<file path="src/rtl/edf_pkg.sv">
// ----------------------------------------------------------------------------
// edf_pkg
// Shared types and codes for the periodic EDF scheduler.
// ----------------------------------------------------------------------------
package edf_pkg;

  typedef enum logic [1:0] {
    OP_CLEAR = 2'd0,
    OP_LOAD  = 2'd1,
    OP_TICK  = 2'd2,
    OP_NOP   = 2'd3
  } op_t;

  typedef enum logic [3:0] {
    ST_IDLE,
    ST_LD_SCAN,
    ST_LD_SHIFT,
    ST_LD_PUT,
    ST_TK_RUN,
    ST_TK_DEC,
    ST_TK_REL,
    ST_TK_SEL,
    ST_DONE
  } state_t;

endpackage

</file>
<file path="src/rtl/edf_ram.sv">
// ----------------------------------------------------------------------------
// edf_ram
// Generic single-write, single-read RAM with registered read data.
// ----------------------------------------------------------------------------
module edf_ram #(
  parameter int WIDTH = 16,
  parameter int DEPTH = 16
) (
  input  logic                                          clk,
  input  logic                                          we,
  input  logic [((DEPTH > 1) ? $clog2(DEPTH) : 1)-1:0] waddr,
  input  logic [WIDTH-1:0]                              wdata,
  input  logic [((DEPTH > 1) ? $clog2(DEPTH) : 1)-1:0] raddr,
  output logic [WIDTH-1:0]                              rdata
);

  logic [WIDTH-1:0] mem [DEPTH];

  always_ff @(posedge clk) begin
    if (we) begin
      mem[waddr] <= wdata;
    end
    rdata <= mem[raddr];
  end

endmodule

</file>
<file path="src/rtl/edf_periodic_task_scheduler.sv">
// ----------------------------------------------------------------------------
// edf_periodic_task_scheduler
// Earliest-deadline-first scheduler for periodic tasks (period = deadline).
// ----------------------------------------------------------------------------
// One word in, one word out. All task entries live in a single RAM, one row
// of (exec, period, work, time, id) per entry, read and written one position
// at a time by one sequencer. A load walks the table from the top, moving
// larger periods up one slot; a load into a full table changes nothing. A
// tick first decrements the work of the chosen task, then walks the table
// three times (count down, miss check with release, then selection); a miss
// ends it early, and a tick while halted does no walk. in_tready is high
// whenever the sequencer is idle; a finished result waits in the output
// register, and the sequencer holds in its last state until that register
// is free.
module edf_periodic_task_scheduler #(
  parameter int MAX_TASKS = 16,
  parameter int TIME_BITS = 16
) (
  input  logic        clk,
  input  logic        rst_n,
  input  logic        in_tvalid,
  output logic        in_tready,
  // [1:0] opcode, [17:2] exec_time, [33:18] rel_deadline, zero fill to 40
  input  logic [39:0] in_tdata,
  output logic        out_tvalid,
  input  logic        out_tready,
  // [4:0] running_task, [5] miss_flag, [10:6] missed_task, [11] halted
  output logic [15:0] out_tdata
);

  localparam int AW  = (MAX_TASKS > 1) ? $clog2(MAX_TASKS) : 1;
  localparam int CW  = $clog2(MAX_TASKS + 1);
  localparam int RW  = 4 * TIME_BITS + 5;

  edf_pkg::state_t state_r, state_nxt;

  logic [CW-1:0]        count_r, count_nxt;
  logic [CW-1:0]        pos_r, pos_nxt;
  logic [AW-1:0]        chosen_r, chosen_nxt;
  logic                 cvalid_r, cvalid_nxt;
  logic                 stopped_r, stopped_nxt;
  logic                 rd_r, rd_nxt;       // set once the current entry's read data is valid
  logic [TIME_BITS-1:0] exec_r, exec_nxt;
  logic [TIME_BITS-1:0] per_r, per_nxt;
  logic [4:0]           run_r, run_nxt;
  logic                 miss_r, miss_nxt;
  logic [4:0]           mtask_r, mtask_nxt;
  logic                 found_r, found_nxt;
  logic [AW-1:0]        best_r, best_nxt;
  logic [TIME_BITS-1:0] bestt_r, bestt_nxt;
  logic                 ovalid_r, ovalid_nxt;

  logic          we;
  logic [AW-1:0] waddr, raddr;
  logic [RW-1:0] wdata, rdata;

  logic [TIME_BITS-1:0] r_exec, r_per, r_work, r_time;
  logic [4:0]           r_id;

  assign r_exec = rdata[TIME_BITS-1:0];
  assign r_per  = rdata[2*TIME_BITS-1:TIME_BITS];
  assign r_work = rdata[3*TIME_BITS-1:2*TIME_BITS];
  assign r_time = rdata[4*TIME_BITS-1:3*TIME_BITS];
  assign r_id   = rdata[RW-1:4*TIME_BITS];

  edf_ram #(.WIDTH(RW), .DEPTH(MAX_TASKS)) u_tab (
    .clk(clk), .we(we), .waddr(waddr), .wdata(wdata),
    .raddr(raddr), .rdata(rdata)
  );

  logic in_acc, out_acc;
  assign in_acc  = in_tvalid && in_tready;
  assign out_acc = out_tvalid && out_tready;

  always_ff @(posedge clk) begin
    if (!rst_n) begin
      state_r   <= edf_pkg::ST_IDLE;
      count_r   <= '0;
      chosen_r  <= '0;
      cvalid_r  <= 1'b1;
      stopped_r <= 1'b0;
      ovalid_r  <= 1'b0;
      rd_r      <= 1'b0;
    end else begin
      state_r   <= state_nxt;
      count_r   <= count_nxt;
      chosen_r  <= chosen_nxt;
      cvalid_r  <= cvalid_nxt;
      stopped_r <= stopped_nxt;
      ovalid_r  <= ovalid_nxt;
      rd_r      <= rd_nxt;
    end
  end

  always_ff @(posedge clk) begin
    pos_r   <= pos_nxt;
    exec_r  <= exec_nxt;
    per_r   <= per_nxt;
    run_r   <= run_nxt;
    miss_r  <= miss_nxt;
    mtask_r <= mtask_nxt;
    found_r <= found_nxt;
    best_r  <= best_nxt;
    bestt_r <= bestt_nxt;
  end

  // next-state logic
  always_comb begin
    state_nxt = state_r;
    unique case (state_r)
      edf_pkg::ST_IDLE: begin
        if (in_acc) begin
          unique case (edf_pkg::op_t'(in_tdata[1:0]))
            edf_pkg::OP_LOAD:
              state_nxt = (count_r >= CW'(MAX_TASKS)) ? edf_pkg::ST_DONE
                        : edf_pkg::ST_LD_SCAN;
            edf_pkg::OP_TICK:
              state_nxt = stopped_r ? edf_pkg::ST_DONE : edf_pkg::ST_TK_RUN;
            default: state_nxt = edf_pkg::ST_DONE;
          endcase
        end
      end
      edf_pkg::ST_LD_SCAN: begin
        if (pos_r == '0) state_nxt = edf_pkg::ST_LD_PUT;
        else if (rd_r) begin
          state_nxt = (r_per > per_r) ? edf_pkg::ST_LD_SHIFT : edf_pkg::ST_LD_PUT;
        end
      end
      edf_pkg::ST_LD_SHIFT: state_nxt = edf_pkg::ST_LD_SCAN;
      edf_pkg::ST_LD_PUT:   state_nxt = edf_pkg::ST_DONE;
      edf_pkg::ST_TK_RUN:   if (rd_r) state_nxt = edf_pkg::ST_TK_DEC;
      edf_pkg::ST_TK_DEC: begin
        if (pos_r == count_r) state_nxt = edf_pkg::ST_TK_REL;
      end
      edf_pkg::ST_TK_REL: begin
        if (pos_r == count_r) state_nxt = edf_pkg::ST_TK_SEL;
        else if (rd_r && r_time == '0 && r_work != '0) state_nxt = edf_pkg::ST_DONE;
      end
      edf_pkg::ST_TK_SEL: begin
        if (pos_r == count_r) state_nxt = edf_pkg::ST_DONE;
      end
      edf_pkg::ST_DONE: begin
        if (out_acc || !ovalid_r) state_nxt = edf_pkg::ST_IDLE;
      end
      default: state_nxt = edf_pkg::ST_IDLE;
    endcase
  end

  // datapath and output logic
  always_comb begin
    count_nxt   = count_r;
    pos_nxt     = pos_r;
    chosen_nxt  = chosen_r;
    cvalid_nxt  = cvalid_r;
    stopped_nxt = stopped_r;
    rd_nxt      = 1'b0;
    exec_nxt    = exec_r;
    per_nxt     = per_r;
    run_nxt     = run_r;
    miss_nxt    = miss_r;
    mtask_nxt   = mtask_r;
    found_nxt   = found_r;
    best_nxt    = best_r;
    bestt_nxt   = bestt_r;
    ovalid_nxt  = ovalid_r;
    we          = 1'b0;
    waddr       = pos_r[AW-1:0];
    raddr       = pos_r[AW-1:0];
    wdata       = rdata;
    in_tready   = 1'b0;
    if (out_acc) ovalid_nxt = 1'b0;
    unique case (state_r)
      edf_pkg::ST_IDLE: begin
        in_tready = 1'b1;
        if (in_acc) begin
          exec_nxt = TIME_BITS'(in_tdata[17:2]);
          per_nxt  = TIME_BITS'(in_tdata[33:18]);
          run_nxt  = '0;
          miss_nxt = 1'b0;
          mtask_nxt = '0;
          found_nxt = 1'b0;
          unique case (edf_pkg::op_t'(in_tdata[1:0]))
            edf_pkg::OP_CLEAR: begin
              count_nxt = '0; chosen_nxt = '0; cvalid_nxt = 1'b1; stopped_nxt = 1'b0;
            end
            edf_pkg::OP_LOAD: pos_nxt = count_r;
            edf_pkg::OP_TICK: pos_nxt = CW'(chosen_r);
            default: ;
          endcase
        end
      end
      edf_pkg::ST_LD_SCAN: begin
        raddr = AW'(pos_r - 1'b1);
        if (pos_r != '0 && !rd_r) rd_nxt = 1'b1;
      end
      edf_pkg::ST_LD_SHIFT: begin
        we = 1'b1;
        pos_nxt = pos_r - 1'b1;
      end
      edf_pkg::ST_LD_PUT: begin
        we = 1'b1;
        wdata = {5'(count_r + 1'b1), per_r, exec_r, per_r, exec_r};
        count_nxt  = count_r + 1'b1;
        chosen_nxt = '0;
        cvalid_nxt = 1'b1;
      end
      edf_pkg::ST_TK_RUN: begin
        if (!rd_r) rd_nxt = 1'b1;
        else begin
          if (cvalid_r && pos_r < count_r && r_work != '0) begin
            we = 1'b1;
            wdata[3*TIME_BITS-1:2*TIME_BITS] = r_work - 1'b1;
            run_nxt = r_id;
          end
          pos_nxt = '0;
        end
      end
      edf_pkg::ST_TK_DEC: begin
        // count down every deadline
        if (pos_r != count_r) begin
          if (!rd_r) rd_nxt = 1'b1;
          else begin
            if (r_time != '0) begin
              we = 1'b1;
              wdata[4*TIME_BITS-1:3*TIME_BITS] = r_time - 1'b1;
            end
            pos_nxt = pos_r + 1'b1;
          end
        end else pos_nxt = '0;
      end
      edf_pkg::ST_TK_REL: begin
        // first miss halts; finished tasks at deadline are released
        if (pos_r != count_r) begin
          if (!rd_r) rd_nxt = 1'b1;
          else if (r_time == '0 && r_work != '0) begin
            stopped_nxt = 1'b1;
            miss_nxt = 1'b1;
            mtask_nxt = r_id;
          end else begin
            if (r_time == '0) begin
              we = 1'b1;
              wdata = {r_id, r_per, r_exec, r_per, r_exec};
            end
            pos_nxt = pos_r + 1'b1;
          end
        end else pos_nxt = '0;
      end
      edf_pkg::ST_TK_SEL: begin
        if (pos_r != count_r) begin
          if (!rd_r) rd_nxt = 1'b1;
          else begin
            if (r_work != '0 && (!found_r || r_time <= bestt_r)) begin
              found_nxt = 1'b1;
              best_nxt  = pos_r[AW-1:0];
              bestt_nxt = r_time;
            end
            pos_nxt = pos_r + 1'b1;
          end
        end else begin
          chosen_nxt = found_r ? best_r : '0;
          cvalid_nxt = found_r;
        end
      end
      edf_pkg::ST_DONE: begin
        if (out_acc || !ovalid_r) ovalid_nxt = 1'b1;
      end
      default: ;
    endcase
  end

  logic [15:0] res_r;
  always_ff @(posedge clk) begin
    if (state_r == edf_pkg::ST_DONE && (out_acc || !ovalid_r)) begin
      res_r <= {4'd0, stopped_r, mtask_r, miss_r, run_r};
    end
  end

  assign out_tvalid = ovalid_r;
  assign out_tdata  = res_r;

`ifndef ASSERT_OFF
  a_ready_idle: assert property (@(posedge clk) disable iff (!rst_n)
    in_tready |-> state_r == edf_pkg::ST_IDLE)
    else $error("ready outside idle");
  a_count_max: assert property (@(posedge clk) disable iff (!rst_n)
    count_r <= CW'(MAX_TASKS))
    else $error("task count overflow");
  a_miss_halt: assert property (@(posedge clk) disable iff (!rst_n)
    out_tvalid && out_tdata[5] |-> out_tdata[11])
    else $error("miss without halt");
`endif

endmodule

</file>
<file path="config.mk">
export PLATFORM = sky130hd
export DESIGN_NAME = edf_periodic_task_scheduler
export DESIGN_NICKNAME = d
export VERILOG_FILES = /design/src/rtl/edf_pkg.sv /design/src/rtl/edf_ram.sv /design/src/rtl/edf_periodic_task_scheduler.sv
export SDC_FILE = /design/constraint.sdc
export NUM_CORES = 2
export LEC_CHECK = 0
export ABC_AREA = 1
export BUFFER_PORTS_ARGS = -buffer_cell sky130_fd_sc_hd__buf_2
export CORE_UTILIZATION = 45
export CTS_CLUSTER_SIZE = 10
export DETAILED_ROUTE_END_ITERATION = 12
export HOLD_SLACK_MARGIN = 0.1
export SYNTH_ARGS = -nofsm -noshare
export SYNTH_HDL_FRONTEND = slang
export SYNTH_HIERARCHICAL = 1
export SYNTH_SLANG_ARGS = --single-unit
</file>
<file path="constraint.sdc">
create_clock -name clk -period 8.3 [get_ports clk]
set_input_delay 0.83 -clock clk [delete_from_list [all_inputs] [get_ports clk]]
set_output_delay 0.83 -clock clk [all_outputs]
set_load 0.1 [all_outputs]
</file>
# ---- After elaboration in Yosys (flattened, before gate mapping)
# Memories as Yosys holds them, arrays and structs flattened. A register that Yosys moved wholly into a read port is not among the register bits.
# Cells that the tools add are included.
# Widths: inputs -> output; s select.
dict set report op_classes {
  n_addsub 5
  n_lt_le_gt_ge 4
  n_eq_ne 31
  muxes 90
  reduce_logical 40
}
# cell n
set op_table {}
lappend op_table {{$mux 64} 4}
lappend op_table {{$pmux 16 s3} 2}
lappend op_table {{$mux 16} 5}
lappend op_table {{$mux 5} 16}
lappend op_table {{$mux 4} 16}
lappend op_table {{$pmux 32 s2} 1}
lappend op_table {{$pmux 5 s2} 5}
lappend op_table {{$pmux 4 s9} 1}
lappend op_table {{$reduce_bool 16->1} 2}
lappend op_table {{$sub 16x1->16 const B} 2}
lappend op_table {{$mux 1} 31}
lappend op_table {{$pmux 5 s6} 1}
lappend op_table {{$ne 2x2->1 const B} 14}
lappend op_table {{$eq 4x3->1 const B} 4}
lappend op_table {{$gt 16x16->1} 1}
lappend op_table {{$le 16x16->1} 1}
lappend op_table {{$logic_not 16->1} 1}
lappend op_table {{$reduce_and 7->1} 2}
lappend op_table {{$ne 3x3->1 const B} 4}
lappend op_table {{$pmux 4 s3} 1}
lappend op_table {{$reduce_and 4->1} 3}
lappend op_table {{$add 5x1->5 const B} 2}
lappend op_table {{$logic_and 1x1->1} 10}
lappend op_table {{$reduce_and 5->1} 2}
lappend op_table {{29 further kinds} 39}
dict set report totals {
  ff_bits 98
  ram_bits 1104
  in_bits 44
  wordCells 188
  n_memories 1
}
# memory depth word_bits read_ports rd_ports_with_merged_regs write_ports line
set memory_table {}
lappend memory_table {u_tab.mem 16 69 1 1 1 edf_ram.sv:17} ;# logic [WIDTH-1:0] mem [DEPTH];

# ---- Depth between registers and ports, before layout
dict set report depth {
  ltp_word 8
  ltp_mapped 16
}

# ---- By module
# The synthesis kept the hierarchy.
# module instances cells_each area_per_inst_um2 seq_area_each_um2
set modules_own_cells {}
lappend modules_own_cells {edf_ram 1 4538 48669.2 34533.1}
lappend modules_own_cells {edf_periodic_task_scheduler 1 997 7368.3 2772.7}

# ---- Worst setup path before layout
# OpenSTA, ideal clock, no wires.
dict set report synth_timing {
  kind {register to register}
  startpoint {register pos_r[3]}
  endpoint {memory u_tab/mem[12][0] (netlist name) (enable)}
  setup_time_ns 0.497
  arrival_ns 4.850
  path_slack_ns 2.953
  stages_incl_launch_ff 12
  path_buffers 1
  period_less_slack_ns 5.347
  path_cell_list {edfxtp_1 -> ha_1 -> nand2_1 -> nor2_2 -> nand2_2 -> nand2_1 -> inv_2 -> nand2_2 -> buf_4 -> o2111ai_1 -> nand3_1 -> nor2_1}
}
dict set report synth_between {
  elab_chain_len 8
}
# element line
set synth_lines {}
lappend synth_lines {{from (decl)} edf_periodic_task_scheduler.sv:38} ;# logic [CW-1:0] pos_r, pos_nxt;
lappend synth_lines {{from (signal assigned)} edf_periodic_task_scheduler.sv:96} ;# pos_r <= pos_nxt;
lappend synth_lines {{$lt 5x5->1} edf_periodic_task_scheduler.sv:210} ;# if (cvalid_r && pos_r < count_r && r_work != '0) begin
lappend synth_lines {{$logic_and 1x1->1 (2 in series)} edf_periodic_task_scheduler.sv:210}
lappend synth_lines {{$mux 1} edf_periodic_task_scheduler.sv:210}
lappend synth_lines {{$mux 1} edf_periodic_task_scheduler.sv:208} ;# if (!rd_r) rd_nxt = 1'b1;
lappend synth_lines {{$pmux 1 s4 (*)} edf_periodic_task_scheduler.sv:172} ;# unique case (state_r)
lappend synth_lines {{net we} edf_periodic_task_scheduler.sv:53} ;# logic we;
lappend synth_lines {{$mux 1 (*)} edf_ram.sv:20} ;# if (we) begin
lappend synth_lines {{$mux 1 (implied by the code) (*)} edf_ram.sv:21} ;# mem[waddr] <= wdata;
lappend synth_lines {{to (decl)} edf_ram.sv:17}
# Mark *: on every way through the listed nets, which the timed path passes. The rest lies on a longest branch.

# ---- Worst setup path after layout
dict set report layout_timing {
  startpoint {register pos_r[0]}
  endpoint {memory u_tab/mem[12][21] (netlist name) (enable)}
}
# Same word-level chain as after synthesis.

==> qor_table.md <==
| Result | Reported |
|:---|:---|
| Net switching power | 10.02 mW |
| Minimum period implied by the final worst setup slack | 5186 ps |
| Actual slew at the worst max-slew pin | 1239 ps |
| I/O Buffers | 51 |
| Maximum fanout along the worst path | 42 |
| Final HPWL DP | 73.21 mm |
| Main combinational cell family by area after synthesis | simple AND/OR/NAND/NOR gates |
| Final global-route overflow total | 0 |
| Overall die height | 354.9 um |
| Count of buffers added by post-CTS timing repair for setup | 0 |
| Worst-skew pair later-pin latency | 760 ps |
| Placer's final routability congestion estimate | 0.8905 |
| Share of flip-flops with an asynchronous set or reset | 0% |
| Portion of synthesized cell area occupied by the leading cell type | 63.50% |
| Global-route wire length before repair | 218.7 mm |
| Largest area contributor in the netlist | edfxtp_1 |
| Outcome | complete, no violations |
| Hold Path Sink | exec_r[1] |
| Min-Delay Path Class | in2reg |
| CP arrival | 5580 ps |
| Setup Skew | 26.21 ps |
| Top flip-flop cell by instance count after synthesis | edfxtp_1 |
| Worst voltage drop across the vdd grid | 1.102 mV |
| Number of buffers inserted during clock tree synthesis | 147 |
| Number of global-route vias before repair | 35903 |
| Multiplexer fraction of the synthesized cell area | 0% |
| Number of design rule violations left after detail routing | 0 |
| Number of buffer and inverter stages on the critical path | 4 |
| Ratio of total power to cell area | 394.2 nW/um^2 |
| Area fraction in compound gates after synthesis | 1.719% |
| Total length of routed wires | 145.7 mm |
| Number of register bits inferred by synthesis | 1271 |
| Combinational share of power | 39.5% |
| Worst rel slew slack | 17.19% |
| Internal power consumption | 14.45 mW |
| TritonCTS clock tree | done |
| Minimum hold slack | 240.4 ps |
| Post-synthesis cell area | 56040 um^2 |
| Maximum number of pins on one net before global-route repair | 176 |
| Number of fill cells | 11061 |
| Reg2Reg Launch Point | pos_r[0] |
| CTS sink count | 1271 |
| # hold bufs at CTS | 0 |
| Cell with the largest stage delay on the worst path | buf_4 |
| Core Rows | 129 |
| Critical setup path kind | reg2reg |
| Clock Tree Buf Depth | 3 |
| Library cell with the highest instance count after synthesis | nand2_1 |
| Floorplan Core Area | 123600 um^2 |
| Switching fraction of total power | 40.96% |
| Hold Vio Cnt, Final | 0 |
| Number of synthesis warnings | 6 |
| Startpoint type of the worst setup path | flip-flop |
| Final layout net count | 5640 |
| Highest clock rate | 192.8 MHz |
| Post-synth EDFFs | 1185 |
| Worst reg2reg path endpoint | u_tab/mem[12][21] |
| Share of final-layout standard cells stronger than drive strength 1 | 6.615% |
| Number of nets with antenna violations after detailed routing | 0 |
| Area of all placed cells without fillers | 62090 um^2 |
| Area Growth Syn to Fin | 10.81% |
| Setup violation total in the final timing report | 0 |
| DP Area | 57700 um^2 |
| Cell depth of the worst hold path | 1 |
| Most used standard cells in the synthesized netlist | 1725 x nand2_1, 1185 x edfxtp_1, 970 x inv_1, 882 x nand3_1, 128 x buf_2 |
| Total inserted antenna cells | 0 |
| Initial core utilization | 45.32% |
| Starting DRT DRC Count | 3797 |
| Static Leakage | 26.22 nW |
| Number of slew-limit violations in the final report | 0 |
| Clk network pwr share | 24.3% |
| CTS resizes | 0 |
| H-tree levels | 4 |
| Wirelength per Cell | 19.95 um |
| Total placed cells including tap cells | 7038 |
| Total number of vias | 37642 |
| Netlist cell types | 49 |
| Cell chain of the critical path | inv_1 -> ha_1 -> nand2_2 -> nand2_1 -> nor2_4 -> nand2_4 -> inv_1 -> nand2_1 -> o2111ai_1 -> nand3_1 -> nor2_4 -> buf_4 -> buf_4 |
| Power share of the sequential group | 36.2% |
| Endpoint kind of the worst setup timing path | flip-flop |
| WP data required | 8690 ps |
| Reg clk slew, reported paths | 60 ps |
| Width of the die | 354.9 um |
| Number of cells in the finished layout apart from fillers | 7306 |
| Register area share after synthesis | 66.57% |
| Period Utilization, post-route | 62.48% |
| Clock root buffer | clkbuf_16 |
| Crit-path max cell delay | 740 ps |
| I/O pins | 62 |
| Average via count per standard cell | 5.152 |
| GRT Util Overall | 23.21% |
| Simple-gate portion of the synthesized area | 21.18% |
| Count of TritonRoute iterations in the first routing pass | 6 |
| Slack of the worst reg-to-reg path | 3110 ps |
| Gate count after technology mapping | 5535 |
| Post-synthesis adder-cell area fraction | 1.027% |
| Total negative slack for setup checks | 0 ps |
| Xor and xnor area share after synthesis | 0.1563% |
| Antenna violations before repair | 1 |
| Worst r2r path cells | 13 |
| CP top delay family | simple AND/OR/NAND/NOR gates |
| Die outline area | 125900 um^2 |
| Setup repair after global routing missed its margin | no |
| Synth top area cells | edfxtp_1 64%, nand2_1 12%, nand3_1 7.9% |
| Hold Crit Start | in_tdata[3] |
| Syn Area/Cell | 10.12 um^2 |
| Max Cap Viol | 0 |
==> stage by stage <==
| stage | power [mW] | util (%) | setup WS [ps] |
|---|---|---|---|
| finish | 24.48 | 50.22 | 3114 |
| global route | 25.91 | 50.22 | 2871 |
| CTS | 24.59 | 50.22 | 3176 |
| detailed placement | 18.60 | 46.67 | 3210 |
| global placement | 18.49 | 46.67 | 3251 |
| floorplan | 15.84 | - | 2953 |
==> power by group through the flow <==
stage	Combinational (mW)	Clock [mW]	Sequential, mW
floorplan	6.91	0	8.92
global placement	9.53	0	8.97
detailed placement	9.63	0	8.97
CTS	9.67	6.07	8.85
global route	10.7	6.32	8.89
finish	9.67	5.96	8.85
==> per-layer routing <==
metal  part of all wire [%]  global-route usage, %  vias to the layer above
li1                       -                      -                    18024
met1                     44                  31.68                    18056
met2                     46                  37.19                     1318
met3                    7.6                  4.544                      244
met4                    2.6                  7.802                        0
met5                      0                      0                        -
==> sequential cells by signal, summed over array words and instances, names as in the netlist, 5 cells and up <==
name         cells
bestt_r         16
per_r           16
u_tab/rdata     69
u_tab/mem     1104
mtask_r          5
exec_r          16
count_r          5
out_tdata       12
run_r            5
pos_r            5
==> kinds of logic after synthesis <==
kind of cell / Yosys count
and+or+nand+nor: 2788
DFF: 1271
buffers and inverters: 1251
AOI/OAI and AO/OA: 168
adders and majority gates: 46
xor gates and xnor gates: 10
other: 1
==> cells in the final DEF, fill, tap and decap left out, types with 3 or more instances in the layout <==
cell / synthesis / final
clkbuf_16: 0 / 153
nand2_4: 3 / 3
buf_4: 18 / 63
o21ai_4: 0 / 3
o21bai_1: 3 / 3
nand2_2: 10 / 10
nor3_1: 9 / 9
clkbuf_8: 0 / 4
nor2_1: 89 / 72
buf_2: 128 / 51
o21ai_1: 23 / 24
clkbuf_1: 56 / 100
nand3_1: 882 / 882
o211ai_1: 19 / 19
xor2_1: 7 / 6
inv_6: 0 / 5
nand3b_1: 3 / 3
nor2_4: 7 / 24
inv_1: 970 / 968
dfxtp_1: 86 / 86
nand3_2: 4 / 4
buf_12: 0 / 9
nor2_2: 9 / 9
o21ai_0: 59 / 55
inv_2: 20 / 19
a21oi_2: 3 / 3
nand4_1: 40 / 40
xnor2_1: 3 / 3
conb_1: 1 / 4
nand2_1: 1725 / 1725
a21oi_1: 43 / 43
edfxtp_1: 1185 / 1185
ha_1: 46 / 46
==> worst max-delay path by stage <==
stage / from / end / slack (ps) / cells after the start
2_1_floorplan: pos_r[3] / u_tab/mem[12][0] / 2950 / 11
3_3_place_gp: pos_r[0] / u_tab/mem[12][28] / 3250 / 13
3_5_place_dp: pos_r[0] / u_tab/mem[13][62] / 3210 / 13
6_report: pos_r[0] / u_tab/mem[12][21] / 3110 / 13
4_1_cts: pos_r[0] / u_tab/mem[13][62] / 3180 / 13
5_1_grt: pos_r[0] / u_tab/mem[13][24] / 2870 / 13
==> worst register-to-register path, cell delays in order, from the launching register on <==
cell       delay (ps)
edfxtp_1          710
inv_1             200
ha_1              340
nand2_2           150
nand2_1           150
nor2_4            180
nand2_4           330
inv_1             190
nand2_1            60
o2111ai_1         180
nand3_1           420
nor2_4            450
buf_4             740
buf_4             670
==> final cells by class <==
cell class	count	area, um^2	share of cell area [%]
repair buffers	123	908.4	1.463
well taps	1637	2048	3.299
clock inverters	11	138.9	0.2237
multi-input cells	3016	13690	22.05
clock buffers	257	4259	6.859
inverters	991	3742	6.027
flip-flops and latches	1271	37310	60.08
No activity file was read; power rests on OpenSTA's default activity.
